File: config.mk
export PLATFORM = sky130hd
export DESIGN_NAME = midi_track_event_parser_core_flat
export DESIGN_NICKNAME = d
export VERILOG_FILES = /design/src/sv/mtep_pkg.sv /design/src/sv/mtep_in_if.sv /design/src/sv/mtep_out_if.sv /design/src/sv/mtep_datapath.sv /design/src/sv/mtep_ctrl.sv /design/src/sv/midi_track_event_parser_core.sv /design/src/flat_wrapper.sv
export SDC_FILE = /design/constraint.sdc
export NUM_CORES = 1
export LEC_CHECK = 0
export ABC_AREA = 1
export ABC_CLOCK_PERIOD_IN_PS = 5900
export BUFFER_PORTS_ARGS = -buffer_cell sky130_fd_sc_hd__buf_4
export CAP_MARGIN = 20
export CORE_UTILIZATION = 55
export DETAILED_ROUTE_END_ITERATION = 6
export PLACE_DENSITY = 0.76
export SKIP_CTS_REPAIR_TIMING = 1
export SLEW_MARGIN = 10
export SYNTH_ARGS = -nofsm -noshare
export SYNTH_HDL_FRONTEND = slang
export SYNTH_SLANG_ARGS = --single-unit
File: constraint.sdc
create_clock -name clk_i -period 5.9 [get_ports clk_i]
set_input_delay 0.59 -clock clk_i [delete_from_list [all_inputs] [get_ports clk_i]]
set_output_delay 0.59 -clock clk_i [all_outputs]
set_load 0.02 [all_outputs]
File: src/sv/mtep_pkg.sv
// ----------------------------------------------------------------------------
// MIDI track event parser package
// Shared constants, command/status bundles and the result record.
// ----------------------------------------------------------------------------
package mtep_pkg;

  localparam int unsigned MAX_STORED_DEF = 16;

  localparam logic [7:0] ST_META      = 8'hFF;
  localparam logic [7:0] ST_SYSEX     = 8'hF0;
  localparam logic [7:0] ST_SYSEX_END = 8'hF7;
  localparam logic [7:0] META_TEMPO   = 8'h51;
  localparam logic [7:0] CLASS_MASK   = 8'hE0;
  localparam logic [7:0] CLASS_ONE    = 8'hC0;

  localparam logic [23:0] TEMPO_RESET = 24'd500000;

  typedef struct packed {
    logic take;
    logic flush;
    logic load_hdr;
    logic load_byte;
    logic clear;
    logic idx_inc;
  } cmd_t;

  typedef struct packed {
    logic done;
    logic n_zero;
    logic idx_last;
  } sts_t;

  typedef struct packed {
    logic        part;
    logic [31:0] delta_time;
    logic [7:0]  status;
    logic [7:0]  meta_type;
    logic [31:0] data_length;
    logic [23:0] tempo;
    logic [7:0]  payload_byte;
    logic        last;
  } evt_t;

  function automatic logic [31:0] chan_count(logic [7:0] st);
    return ((st & CLASS_MASK) == CLASS_ONE) ? 32'd1 : 32'd2;
  endfunction

endpackage

File: src/sv/mtep_in_if.sv
// ----------------------------------------------------------------------------
// Track byte channel
// Valid/ready channel carrying one track chunk byte per transfer.
// ----------------------------------------------------------------------------
interface mtep_in_if;
  logic       valid;
  logic       ready;
  logic [7:0] track_byte;
  logic       track_last;

  modport source (output valid, output track_byte, output track_last, input ready);
  modport sink   (input valid, input track_byte, input track_last, output ready);
endinterface

File: src/sv/mtep_out_if.sv
// ----------------------------------------------------------------------------
// Event result channel
// Valid/ready channel carrying one header or stored data byte per transfer.
// ----------------------------------------------------------------------------
interface mtep_out_if;
  logic        valid;
  logic        ready;
  logic        part;
  logic [31:0] delta_time;
  logic [7:0]  status;
  logic [7:0]  meta_type;
  logic [31:0] data_length;
  logic [23:0] tempo;
  logic [7:0]  payload_byte;
  logic        last;

  modport source (output valid, output part, output delta_time, output status,
                  output meta_type, output data_length, output tempo,
                  output payload_byte, output last, input ready);
  modport sink   (input valid, input part, input delta_time, input status,
                  input meta_type, input data_length, input tempo,
                  input payload_byte, input last, output ready);
endinterface

File: src/sv/mtep_datapath.sv
// ----------------------------------------------------------------------------
// MIDI track event parser datapath
// Parse registers, data byte store, tempo register and result register.
// ----------------------------------------------------------------------------
module mtep_datapath
  import mtep_pkg::*;
#(
  parameter int unsigned MAX_STORED = MAX_STORED_DEF
) (
  input  logic       clk_i,
  input  logic       rst_ni,
  input  cmd_t       cmd_i,
  output sts_t       sts_o,
  input  logic [7:0] track_byte_i,
  output evt_t       evt_o
);

  localparam int unsigned CntW  = $clog2(MAX_STORED + 1);
  localparam int unsigned AddrW = $clog2(MAX_STORED);
  localparam logic [CntW-1:0] MaxCnt = CntW'(MAX_STORED);

  typedef enum logic [2:0] {
    PH_DSTART, PH_DCONT, PH_STATUS, PH_MTYPE, PH_MLEN, PH_DATA, PH_SYSEX
  } phase_e;

  phase_e          phase_q, phase_d;
  logic [31:0]     delta_q, delta_d;
  logic [7:0]      cur_q, cur_d;
  logic [7:0]      run_q, run_d;
  logic [7:0]      meta_q, meta_d;
  logic [31:0]     len_q, len_d;
  logic [31:0]     rem_q, rem_d;
  logic [CntW-1:0] stored_q, stored_d;
  logic [CntW-1:0] real_q, real_d;
  logic [23:0]     tempo_q, tempo_d;
  logic [7:0]      tb_q [3];
  logic [7:0]      tb_d [3];
  logic [7:0]      tb_m [3];
  logic [AddrW-1:0] idx_q, idx_d;
  evt_t            evt_q, evt_d;

  logic [7:0]      mem [MAX_STORED];
  logic [7:0]      rd_q;

  logic [7:0]      byte_v;
  logic            step;
  logic            keep_en;
  logic            we;
  logic            done;
  logic [CntW-1:0] room;
  logic            is_meta;
  logic            is_sysex;
  logic [31:0]     dl;
  logic [7:0]      mt;
  logic [23:0]     tempo_new;
  logic            idx_last;

  always_comb begin
    byte_v   = cmd_i.flush ? 8'h00 : track_byte_i;
    step     = cmd_i.take || cmd_i.flush;
    room     = MaxCnt - stored_q;
    phase_d  = phase_q;
    delta_d  = delta_q;
    cur_d    = cur_q;
    run_d    = run_q;
    meta_d   = meta_q;
    len_d    = len_q;
    rem_d    = rem_q;
    stored_d = stored_q;
    real_d   = real_q;
    tempo_d  = tempo_q;
    idx_d    = idx_q;
    evt_d    = evt_q;
    keep_en  = 1'b0;
    done     = 1'b0;

    if (step) begin
      if (cmd_i.flush && phase_q == PH_SYSEX) begin
        keep_en = (stored_q == '0);
        done    = 1'b1;
      end else if (cmd_i.flush && phase_q == PH_DATA) begin
        // pad missing bytes with zeros; entries past real_q read as zero
        if (rem_q >= 32'(room)) begin
          stored_d = MaxCnt;
        end else begin
          stored_d = stored_q + rem_q[CntW-1:0];
        end
        rem_d = '0;
        done  = 1'b1;
      end else begin
        unique case (phase_q)
          PH_STATUS: begin
            if (byte_v == ST_META) begin
              cur_d   = byte_v;
              phase_d = PH_MTYPE;
            end else if (byte_v == ST_SYSEX || byte_v == ST_SYSEX_END) begin
              cur_d    = byte_v;
              stored_d = '0;
              real_d   = '0;
              phase_d  = PH_SYSEX;
            end else if (byte_v[7]) begin
              run_d    = byte_v;
              cur_d    = byte_v;
              len_d    = chan_count(byte_v);
              rem_d    = len_d;
              stored_d = '0;
              real_d   = '0;
              phase_d  = PH_DATA;
            end else begin
              cur_d   = run_q;
              len_d   = chan_count(run_q);
              keep_en = 1'b1;
              rem_d   = len_d - 32'd1;
              if (rem_d == '0) begin
                done = 1'b1;
              end else begin
                phase_d = PH_DATA;
              end
            end
          end
          PH_MTYPE: begin
            meta_d  = byte_v;
            len_d   = '0;
            phase_d = PH_MLEN;
          end
          PH_MLEN: begin
            len_d = {len_q[24:0], byte_v[6:0]};
            if (!byte_v[7]) begin
              rem_d    = len_d;
              stored_d = '0;
              real_d   = '0;
              if (len_d == '0) begin
                done = 1'b1;
              end else begin
                phase_d = PH_DATA;
              end
            end
          end
          PH_DATA: begin
            keep_en = 1'b1;
            if (rem_q != '0) begin
              rem_d = rem_q - 32'd1;
            end
            done = (rem_d == '0);
          end
          PH_SYSEX: begin
            keep_en = 1'b1;
            done    = (byte_v == ST_SYSEX_END);
          end
          default: begin
            delta_d = {delta_q[24:0], byte_v[6:0]};
            phase_d = byte_v[7] ? PH_DCONT : PH_STATUS;
          end
        endcase
      end
    end

    we = keep_en && (stored_q < MaxCnt);
    if (we) begin
      stored_d = stored_q + CntW'(1);
      real_d   = stored_q + CntW'(1);
    end
    for (int k = 0; k < 3; k++) begin
      tb_d[k] = (we && stored_q == CntW'(k)) ? byte_v : tb_q[k];
      tb_m[k] = (real_q > CntW'(k)) ? tb_q[k] : 8'h00;
    end

    is_meta   = (cur_q == ST_META);
    is_sysex  = (cur_q == ST_SYSEX) || (cur_q == ST_SYSEX_END);
    dl        = is_sysex ? 32'(stored_q) : len_q;
    mt        = is_meta ? meta_q : 8'h00;
    tempo_new = (is_meta && meta_q == META_TEMPO) ? {tb_m[0], tb_m[1], tb_m[2]} : tempo_q;
    idx_last  = ((CntW'(idx_q) + CntW'(1)) == stored_q);

    if (cmd_i.load_hdr) begin
      tempo_d = tempo_new;
      evt_d   = '{part: 1'b0, delta_time: delta_q, status: cur_q, meta_type: mt,
                  data_length: dl, tempo: tempo_new, payload_byte: 8'h00,
                  last: (stored_q == '0)};
    end
    if (cmd_i.load_byte) begin
      evt_d = '{part: 1'b1, delta_time: delta_q, status: cur_q, meta_type: mt,
                data_length: dl, tempo: tempo_new,
                payload_byte: (CntW'(idx_q) < real_q) ? rd_q : 8'h00,
                last: idx_last};
    end
    if (cmd_i.idx_inc) begin
      idx_d = idx_q + AddrW'(1);
    end
    if (cmd_i.clear) begin
      phase_d  = PH_DSTART;
      delta_d  = '0;
      len_d    = '0;
      rem_d    = '0;
      stored_d = '0;
      real_d   = '0;
      idx_d    = '0;
    end
  end

  always_ff @(posedge clk_i or negedge rst_ni) begin
    if (!rst_ni) begin
      phase_q  <= PH_DSTART;
      delta_q  <= '0;
      cur_q    <= '0;
      run_q    <= '0;
      meta_q   <= '0;
      len_q    <= '0;
      rem_q    <= '0;
      stored_q <= '0;
      real_q   <= '0;
      tempo_q  <= TEMPO_RESET;
      idx_q    <= '0;
    end else begin
      phase_q  <= phase_d;
      delta_q  <= delta_d;
      cur_q    <= cur_d;
      run_q    <= run_d;
      meta_q   <= meta_d;
      len_q    <= len_d;
      rem_q    <= rem_d;
      stored_q <= stored_d;
      real_q   <= real_d;
      tempo_q  <= tempo_d;
      idx_q    <= idx_d;
    end
  end

  always_ff @(posedge clk_i) begin
    evt_q <= evt_d;
    for (int k = 0; k < 3; k++) begin
      tb_q[k] <= tb_d[k];
    end
  end

  always_ff @(posedge clk_i) begin
    if (we) begin
      mem[stored_q[AddrW-1:0]] <= byte_v;
    end
    rd_q <= mem[idx_q];
  end

  assign sts_o = '{done: done, n_zero: (stored_q == '0), idx_last: idx_last};
  assign evt_o = evt_q;

  a_stored_max: assert property (@(posedge clk_i) disable iff (!rst_ni)
    stored_q <= MaxCnt)
    else $error("stored count exceeds store depth");

  a_real_le_stored: assert property (@(posedge clk_i) disable iff (!rst_ni)
    real_q <= stored_q)
    else $error("written count exceeds stored count");

endmodule

File: src/sv/mtep_ctrl.sv
// ----------------------------------------------------------------------------
// MIDI track event parser controller
// Sequences byte intake, end-of-track completion and result emission.
// ----------------------------------------------------------------------------
module mtep_ctrl
  import mtep_pkg::*;
(
  input  logic clk_i,
  input  logic rst_ni,
  input  logic in_valid_i,
  input  logic in_last_i,
  output logic in_ready_o,
  input  logic out_ready_i,
  output logic out_valid_o,
  output cmd_t cmd_o,
  input  sts_t sts_i
);

  typedef enum logic [2:0] {S_IN, S_FLUSH, S_HDR, S_RD, S_BYTE} state_e;

  state_e state_q, state_d;
  logic   out_valid_q, out_valid_d;
  logic   free;

  always_comb begin
    free        = !out_valid_q || out_ready_i;
    state_d     = state_q;
    out_valid_d = out_valid_q && !out_ready_i;
    cmd_o       = '0;
    unique case (state_q)
      S_IN: begin
        if (in_valid_i) begin
          cmd_o.take = 1'b1;
          if (sts_i.done) begin
            state_d = S_HDR;
          end else if (in_last_i) begin
            state_d = S_FLUSH;
          end
        end
      end
      S_FLUSH: begin
        cmd_o.flush = 1'b1;
        if (sts_i.done) begin
          state_d = S_HDR;
        end
      end
      S_HDR: begin
        if (free) begin
          cmd_o.load_hdr = 1'b1;
          out_valid_d    = 1'b1;
          if (sts_i.n_zero) begin
            cmd_o.clear = 1'b1;
            state_d     = S_IN;
          end else begin
            state_d = S_RD;
          end
        end
      end
      S_RD: begin
        state_d = S_BYTE;
      end
      S_BYTE: begin
        if (free) begin
          cmd_o.load_byte = 1'b1;
          out_valid_d     = 1'b1;
          if (sts_i.idx_last) begin
            cmd_o.clear = 1'b1;
            state_d     = S_IN;
          end else begin
            cmd_o.idx_inc = 1'b1;
            state_d       = S_RD;
          end
        end
      end
      default: begin
        state_d = S_IN;
      end
    endcase
  end

  always_ff @(posedge clk_i or negedge rst_ni) begin
    if (!rst_ni) begin
      state_q     <= S_IN;
      out_valid_q <= 1'b0;
    end else begin
      state_q     <= state_d;
      out_valid_q <= out_valid_d;
    end
  end

  assign in_ready_o  = (state_q == S_IN);
  assign out_valid_o = out_valid_q;

  a_load_free: assert property (@(posedge clk_i) disable iff (!rst_ni)
    (cmd_o.load_hdr || cmd_o.load_byte) |-> (!out_valid_q || out_ready_i))
    else $error("result register overwritten before transfer");

  a_flush_bound: assert property (@(posedge clk_i) disable iff (!rst_ni)
    (state_q == S_FLUSH && $past(state_q) == S_FLUSH && $past(state_q, 2) == S_FLUSH)
    |-> sts_i.done)
    else $error("completion did not finish in three steps");

  a_clear_ready: assert property (@(posedge clk_i) disable iff (!rst_ni)
    cmd_o.clear |=> in_ready_o)
    else $error("intake not resumed after event emission");

endmodule

File: src/sv/midi_track_event_parser_core.sv
// ----------------------------------------------------------------------------
// MIDI track event parser core
// Parses track chunk bytes into event headers and stored data bytes.
// ----------------------------------------------------------------------------
// Usage:
//   track_i takes one track byte per transfer; track_last marks the final
//   byte of the chunk. event_o gives, for each finished event, a header
//   (part 0) and then each stored data byte (part 1), last set on the final.
//   A byte that does not finish an event is taken at once, so bytes
//   stream at one per cycle. A finishing byte stops intake until the last
//   result of its event is loaded into the output register: the header is
//   loaded in the header state once the output register is free, and each
//   stored byte passes a store read state and then a load, also held while
//   the output register is not free. On a last byte that leaves an event
//   open, completion steps that feed zero bytes run first.
//   A stalled receiver holds the output register; the parser waits.
//   Reset returns to awaiting a delta time with tempo 500000 and no
//   running status; no clearing pass runs.
// ----------------------------------------------------------------------------
module midi_track_event_parser_core
  import mtep_pkg::*;
#(
  parameter int unsigned MAX_STORED = MAX_STORED_DEF
) (
  input logic        clk_i,
  input logic        rst_ni,
  mtep_in_if.sink    track_i,
  mtep_out_if.source event_o
);

  cmd_t cmd;
  sts_t sts;
  evt_t evt;
  logic out_valid;
  logic in_ready;

  mtep_ctrl u_ctrl (
    .clk_i       (clk_i),
    .rst_ni      (rst_ni),
    .in_valid_i  (track_i.valid),
    .in_last_i   (track_i.track_last),
    .in_ready_o  (in_ready),
    .out_ready_i (event_o.ready),
    .out_valid_o (out_valid),
    .cmd_o       (cmd),
    .sts_i       (sts)
  );

  mtep_datapath #(
    .MAX_STORED (MAX_STORED)
  ) u_datapath (
    .clk_i        (clk_i),
    .rst_ni       (rst_ni),
    .cmd_i        (cmd),
    .sts_o        (sts),
    .track_byte_i (track_i.track_byte),
    .evt_o        (evt)
  );

  assign track_i.ready        = in_ready;
  assign event_o.valid        = out_valid;
  assign event_o.part         = evt.part;
  assign event_o.delta_time   = evt.delta_time;
  assign event_o.status       = evt.status;
  assign event_o.meta_type    = evt.meta_type;
  assign event_o.data_length  = evt.data_length;
  assign event_o.tempo        = evt.tempo;
  assign event_o.payload_byte = evt.payload_byte;
  assign event_o.last         = evt.last;

endmodule
File: src/flat_wrapper.sv
// flat-port wrapper written by rule: the top's interface ports become plain ports
module midi_track_event_parser_core_flat import mtep_pkg::*;
#(
  parameter int unsigned MAX_STORED = MAX_STORED_DEF
)
  (clk_i, rst_ni, track_i_valid, track_i_track_byte, track_i_track_last, track_i_ready, event_o_valid, event_o_part, event_o_delta_time, event_o_status, event_o_meta_type, event_o_data_length, event_o_tempo, event_o_payload_byte, event_o_last, event_o_ready);
  mtep_in_if track_i_i ();
  mtep_out_if event_o_i ();
  input logic clk_i;
  input logic rst_ni;
  input wire logic [$bits(track_i_i.valid)-1:0] track_i_valid;
  input wire logic [$bits(track_i_i.track_byte)-1:0] track_i_track_byte;
  input wire logic [$bits(track_i_i.track_last)-1:0] track_i_track_last;
  output wire logic [$bits(track_i_i.ready)-1:0] track_i_ready;
  output wire logic [$bits(event_o_i.valid)-1:0] event_o_valid;
  output wire logic [$bits(event_o_i.part)-1:0] event_o_part;
  output wire logic [$bits(event_o_i.delta_time)-1:0] event_o_delta_time;
  output wire logic [$bits(event_o_i.status)-1:0] event_o_status;
  output wire logic [$bits(event_o_i.meta_type)-1:0] event_o_meta_type;
  output wire logic [$bits(event_o_i.data_length)-1:0] event_o_data_length;
  output wire logic [$bits(event_o_i.tempo)-1:0] event_o_tempo;
  output wire logic [$bits(event_o_i.payload_byte)-1:0] event_o_payload_byte;
  output wire logic [$bits(event_o_i.last)-1:0] event_o_last;
  input wire logic [$bits(event_o_i.ready)-1:0] event_o_ready;
  assign track_i_i.valid = track_i_valid;
  assign track_i_i.track_byte = track_i_track_byte;
  assign track_i_i.track_last = track_i_track_last;
  assign track_i_ready = track_i_i.ready;
  assign event_o_valid = event_o_i.valid;
  assign event_o_part = event_o_i.part;
  assign event_o_delta_time = event_o_i.delta_time;
  assign event_o_status = event_o_i.status;
  assign event_o_meta_type = event_o_i.meta_type;
  assign event_o_data_length = event_o_i.data_length;
  assign event_o_tempo = event_o_i.tempo;
  assign event_o_payload_byte = event_o_i.payload_byte;
  assign event_o_last = event_o_i.last;
  assign event_o_i.ready = event_o_ready;
  midi_track_event_parser_core #(.MAX_STORED(MAX_STORED)) u_core (.clk_i(clk_i), .rst_ni(rst_ni), .track_i(track_i_i), .event_o(event_o_i));
endmodule
Yosys cells after proc, flatten, opt, wreduce, memory -nomap -nowiden. Memory sizes are Yosys's and may differ from the RTL's. A register that Yosys moved wholly into a read port is not among the register bits. Index checks and enable logic that the tools add are counted.

RAM bits: 152. Logic and storage cells: 245. Output and inout bits: 116. Input port bits: 13. Bits in registers: 279. Memories: 2.

Add/sub/neg operators: 7. Reduce and logical (&&, ||, !) cells: 41. Equality and inequality tests: 46. $lt $le $gt $ge: 6. Bitwise gates (word level): 4. Multiplexer cells: 118.

Memory list: u_core.u_datapath.mem (words 16, width 8, read ports 1, clocked after Yosys merged registers in 1, write ports 1, line mtep_datapath.sv:42) `logic [7:0] mem [MAX_STORED];`; u_core.u_datapath.tb_q (words 3, width 8, read ports 3, clocked after Yosys merged registers in 0, write ports 3, line mtep_datapath.sv:36) `logic [7:0] tb_q [3];`.

Operators with widths (count): $mux W32 (25); $mux W113 (2); $pmux W32 S3 (2); $logic_not A32 Y1 (3); $mux W8 (12); $mux W5 (15); $mux W3 (17); $eq A8 B8 Y1 const B (6); $ge A32 B5 Y1 (1); $reduce_bool A32 Y1 (1); $sub A32 B1 Y32 const B (1); $mux W1 (30); $mux W24 (1); $reduce_and A6 Y1 (4); $ne A3 B2 Y1 const B (7); $ne A4 B3 Y1 const B (5); $eq A3 B3 Y1 const B (6); $ne A5 B4 Y1 const B (3); $pmux W3 S5 (1); $reduce_and A7 Y1 (2); $eq A3 B2 Y1 const B (4); $mux W2 (6); $ne A6 B5 Y1 const B (2); $pmux W3 S4 (1); other kinds (35) (65).

Longest topological paths before layout.
Depth after elaboration: 15. Depth in mapped cells: 21.

Modules after synthesis. From an unflattened synthesis, not the netlist that was laid out.

Cells, all modules: 1836. Area total of the unflattened synthesis: 19402.4 um2.

Modules (own cells, without submodules): mtep_datapath (area an instance 19080.8 um2, times used 1, sequential area each 12175.4 um2, cells each 1789); mtep_ctrl (area an instance 321.6 um2, times used 1, sequential area each 100.1 um2, cells each 47).

Least setup slack after synthesis. Ideal clock, no wire load.

Path type: flip-flop to flip-flop. Start point: register u_core.u_ctrl.state_q[0]. End point: register u_core.u_datapath.evt_q (netlist bit u_core.u_datapath.evt_o[0]) (enable). Path slack: -0.254 ns. Required time: 5.314 ns. Setup time: 0.586 ns. Stages on the path, launching flop included: 4. Data arrival time: 5.568 ns. Path through: dfrtp_1 -> nor3_1 -> nor2_1 -> nor2_1.

Longest elaborated chain between the ends: 3. Elaborated cells on any way between the ends: 5. Classes of those cells: eq/ne (2); mux (2); reduce/logical (1).

Ends and longest elaborated chain: start: declaration (line mtep_ctrl.sv:21) `state_e state_q, state_d;`; start signal: assignment (line mtep_ctrl.sv:86) `state_q <= state_d;`; $eq A3 B3 Y1 / $eq A3 B2 Y1 (equally long branches) (line mtep_ctrl.sv:30) `unique case (state_q)`; $mux W1 (line mtep_ctrl.sv:30); $reduce_bool A2 Y1 (no line) (*); end signal: assignment (line mtep_datapath.sv:230) `evt_q <= evt_d;`; end: declaration (line mtep_datapath.sv:40) `evt_t evt_q, evt_d;`.

Mark *: on every way between the ends. The rest lies on a longest branch, timed or not. A chain may end at the register's enable or synchronous reset.

Worst setup path after layout.
Start point: register u_core.u_datapath.idx_q[0]. End point: register u_core.u_datapath.rem_q[0].

Longest elaborated chain between the ends: 7. Elaborated cells on any way between the ends: 13. Classes of those cells: add/sub (1); eq/ne (5); mux (4); reduce/logical (3).

Ends and longest elaborated chain: start: declaration (line mtep_datapath.sv:39) `logic [AddrW-1:0] idx_q, idx_d;`; start signal: assignment (line mtep_datapath.sv:225) `idx_q <= idx_d;`; $add A4 B1 Y5 (*) (line mtep_datapath.sv:173) `idx_last = ((CntW'(idx_q) + CntW'(1)) == stored_q);`; $eq A5 B5 Y1 (*) (line mtep_datapath.sv:173); $mux W1 (*) (line mtep_ctrl.sv:66) `if (sts_i.idx_last) begin`; $mux W3 (*) (line mtep_ctrl.sv:63) `if (free) begin`; $pmux W1 S2 (*) (line mtep_ctrl.sv:30); $ne A4 B3 Y1 (no line) (tied with other cells); $reduce_and A6 Y1 (no line); end signal: assignment (line mtep_datapath.sv:221) `rem_q <= rem_d;`; end: declaration (line mtep_datapath.sv:32) `logic [31:0] rem_q, rem_d;`.

Marks and branches as above.

==> run summary <==
• 14360 — vias
• 128 — count of buffers from port buffering
• flip-flop — endpoint type of the worst setup path
• nand2_1 — leading cell type in the layout, fill and taps excluded
• yes — CTS tree
• 0 — residual overflow from global routing
• 27.52% — global-route usage over all layers
• 615.3 nW/um^2 — Pwr per Cell Area
• 1886 — syn_nets
• 0 — setup violators final
• 2007 — final-stage net count
• 189.1 um — vertical die dimension
• inv_2, nand2_1, nand4_1, nor4_4, nand3_2, o21ai_4, inv_4, a21oi_4, nand2_4, inv_2, o2111ai_1, o21ai_0 — crit-path cells
• 560 ps — clk_lat worst skew
• 439 — Yosys reg bits
• 10.40 um^2 — syn_area_per_cell
• 0 — antenna-violating nets left
• 3 — maximum number of buffers from clock root to sink
• clkbuf_16 — root buffer selected by CTS
• 12280 um^2 — area taken by flip-flops and latches
• in -> reg — type of the most critical hold path
• 19.76 mm — DRT met1 WL
• 67.46% — final critical-path share of the clock period
• 37.59% — Synth async-reset ratio
• 6360 ps — required time reported for the critical path endpoint
• 0.4185 mV — peak ir drop on the vdd network
• 111 — largest net degree at the start of global routing
• 5.824 — vias per cell
• 2 — number of levels the H-tree was split into
• edfxtp_1 — Yosys top cell by area
• 64.51% — utilization after layout
• 439 — Clock Sinks
• false — unrepaired setup endpoints after global routing
• 31.89 mm — final HPWL from detailed placement
• 45 — Max FO, Critical Path
• 44 — clock buffers created by TritonCTS
• 1852 — Syn Inst Count
• 6 — DRT Pass-1 Iters
• 4440 ps — data arrival time at the worst-slack endpoint
• 1 — number of antenna violations at the first check in global routing
• nand2_1, edfxtp_1, nor2_1 — most frequent cells in the layout
• 860 ps — Worst path max stage delay
• track_i_track_byte[4] — hold path startpoint
• 30.79 ps — Final Skew
• 58 — count of distinct cell types in the synthesized netlist
• 0 ps — setup_tns
• 0 — DRC violations left
• 0.9266 — final weighted congestion in routability-driven placement
• 3980 ps — clock period minus worst slack
• 41.33% — fraction of synthesized cell area taken by the top area cell type
• 23.66 mm — met2 wire length
• 19260 um^2 — Netlist Area Pre-Place
• 14000 — via count of the first global-routing pass
• u_core.u_datapath.idx_q[0]$_DFFE_PN0P_ — Critical Path Start
• 0 — Hold Fails Final Rpt
• 63.75% — sequential area share after synthesis
• 55.88% — starting density of the core
• edfxtp_1 — ys flop type
• 1920 ps — worst reg-to-reg setup slack
• 1111 ps — slew at the pin with the worst max-slew slack
• 0 — warnings from Yosys
• 129 — I/O Pins
• 9.217 nW — leakage power summed over all cells
• 35760 um^2 — area of the die
• 13.68 mW — overall power after layout
• 1553 — violation count after the first detailed-route iteration
• 251.2 MHz — maximum operating frequency
• 0 — max-cap violations
• 0 — total count of max-transition violations in the final report
• reg -> reg — type of the setup path with the least slack
• edfxtp_1, dfrtp_1, nand2_1, nor2_1, o21ai_0 — biggest area contributors in the synthesized netlist
• 70 ps — register clock-pin slew on the reported worst setup and hold paths
• 2583 — total of fill cells in the finished design
• 19.74 um — routed length per instance
• flip-flop — startpoint type of the worst setup path
• 5948 um^2 — combined area of the multi-input logic cells
• dfrtp_2 — library cell contributing the largest single delay on the critical path
• 15.43% — post-synthesis to final-layout area growth
• 3.464 mm — met3 layer wire length in the routed design
• met4 — top layer in use
• 14.04% — share of post-route cells with drive strength above 1
• 25.36% — worst relative slew slack
• 48.65 mm — wire length reported by the detailed router
• 34460 um^2 — core region area
• inv_2 — Crit path top cell by count
• 68 — standard-cell rows
• u_core.u_datapath.idx_q[0]$_DFFE_PN0P_ — FF-to-FF Start
• finished clean — status
• 76.38 mm — first-pass GRT wire length
• 265 — count of flip-flops with a built-in enable after synthesis
• 189.1 um — die width
## registers in the layout, summed over array words and instances (netlist names)
register	cells
u_core.u_datapath.mem	128
u_core.u_datapath.rem_q	32
u_core.u_datapath.evt_o	114
u_core.u_datapath.cur_q	8
u_core.u_datapath.run_q	8
u_core.u_datapath.idx_q	4
u_core.u_datapath.real_q	5
u_core.u_datapath.stored_q	5
u_core.u_datapath.phase_q	3
u_core.u_ctrl.out_valid_o	1
u_core.u_ctrl.state_q	3
u_core.u_datapath.rd_q	8
u_core.u_datapath.tempo_q	24
u_core.u_datapath.len_q	32
u_core.u_datapath.tb_q	24
u_core.u_datapath.delta_q	32
u_core.u_datapath.meta_q	8
## critical path: cells and delay by family (launching register included)
family	cells	cell delay, ps
buffers and inverters	3	1390
AOI/OAI and AO/OA	4	680
and+or+nand+nor	5	940
DFF	1	860
## stage by stage
step / hold WS, ps / instances / setup WS [ps] / area (um^2)
2_1_floorplan: 294.4 / 1852 / 1651 / 19260
3_3_place_gp: 430.1 / 2379 / 2044 / 20590
3_5_place_dp: 431.7 / 2379 / 1981 / 20590
4_1_cts: 237.7 / 2461 / 1958 / 22180
5_1_grt: 401.3 / 2464 / 1604 / 22230
6_report: 384.7 / 2465 / 1920 / 22230
## cell type report
class                      count  area share, %
clock buffer                  59          5.623
multi-input combinational   1151          26.76
antenna                        1        0.01126
timing repair buffer         147          5.072
sequential                   439          55.23
inverter                     190          3.220
tap                          455          2.561
clock inverter                23          1.520
## path summary, 6_finish.rpt
| check | to | cells after the start |
|---|---|---|
| setup / recovery | u_core.u_datapath.rem_q[0]$_DFFE_PN0P_ | 12 |
| hold / removal | u_core.u_datapath.cur_q[4]$_DFFE_PN0P_ | 3 |
| setup reg to reg | u_core.u_datapath.rem_q[0]$_DFFE_PN0P_ | 12 |
| hold reg to reg | u_core.u_datapath.evt_o[94]$_DFFE_PP_ | 0 |
| max in group asynchronous | u_core.u_datapath.delta_q[13]$_DFFE_PN0P_ | 4 |
| min in group asynchronous | u_core.u_datapath.delta_q[24]$_DFFE_PN0P_ | 2 |
## logic make-up (layout without fill, tap and decap cells)
logic type / count (synthesis) / after routing / share of synthesized area, %
AND/OR/NAND/NOR: 750 / 750 / 16.47
flip-flops: 439 / 439 / 63.75
AO/OA/AOI/OAI: 330 / 330 / 10.45
buffers and inverters: 262 / 419 / 5.504
XOR/XNOR: 27 / 27 / 1.228
multiplexers: 23 / 23 / 1.196
adder cells (fa/ha/maj): 21 / 21 / 1.404
other: 0 / 1 / 0
## per-layer routing
metal | vias up | global-route usage (%)
li1 | 6577 | -
met1 | 6953 | 36.71
met2 | 686 | 45.70
met3 | 141 | 4.541
met4 | 0 | 9.864
met5 | - | 0
## report_power, final
part	internal (mW)	switching (mW)
logic	1.78	4.24
registers	4.14	0.489
clock network	1.85	1.19
## synthesized netlist by cell type, types with 11 or more instances
cell type and number:
a21oi_1 26, buf_2 11, clkbuf_1 47, dfrtp_1 158, edfxtp_1 265, ha_1 20
inv_1 178, mux2i_1 23, nand2_1 358, nand3_1 77, nand4_1 24, nor2_1 245
nor3_1 11, o211ai_1 19, o21ai_0 163, o21ai_2 11, o221ai_1 23, o22ai_1 51
xor2_1 21
Power figures use the tool's default switching activity.
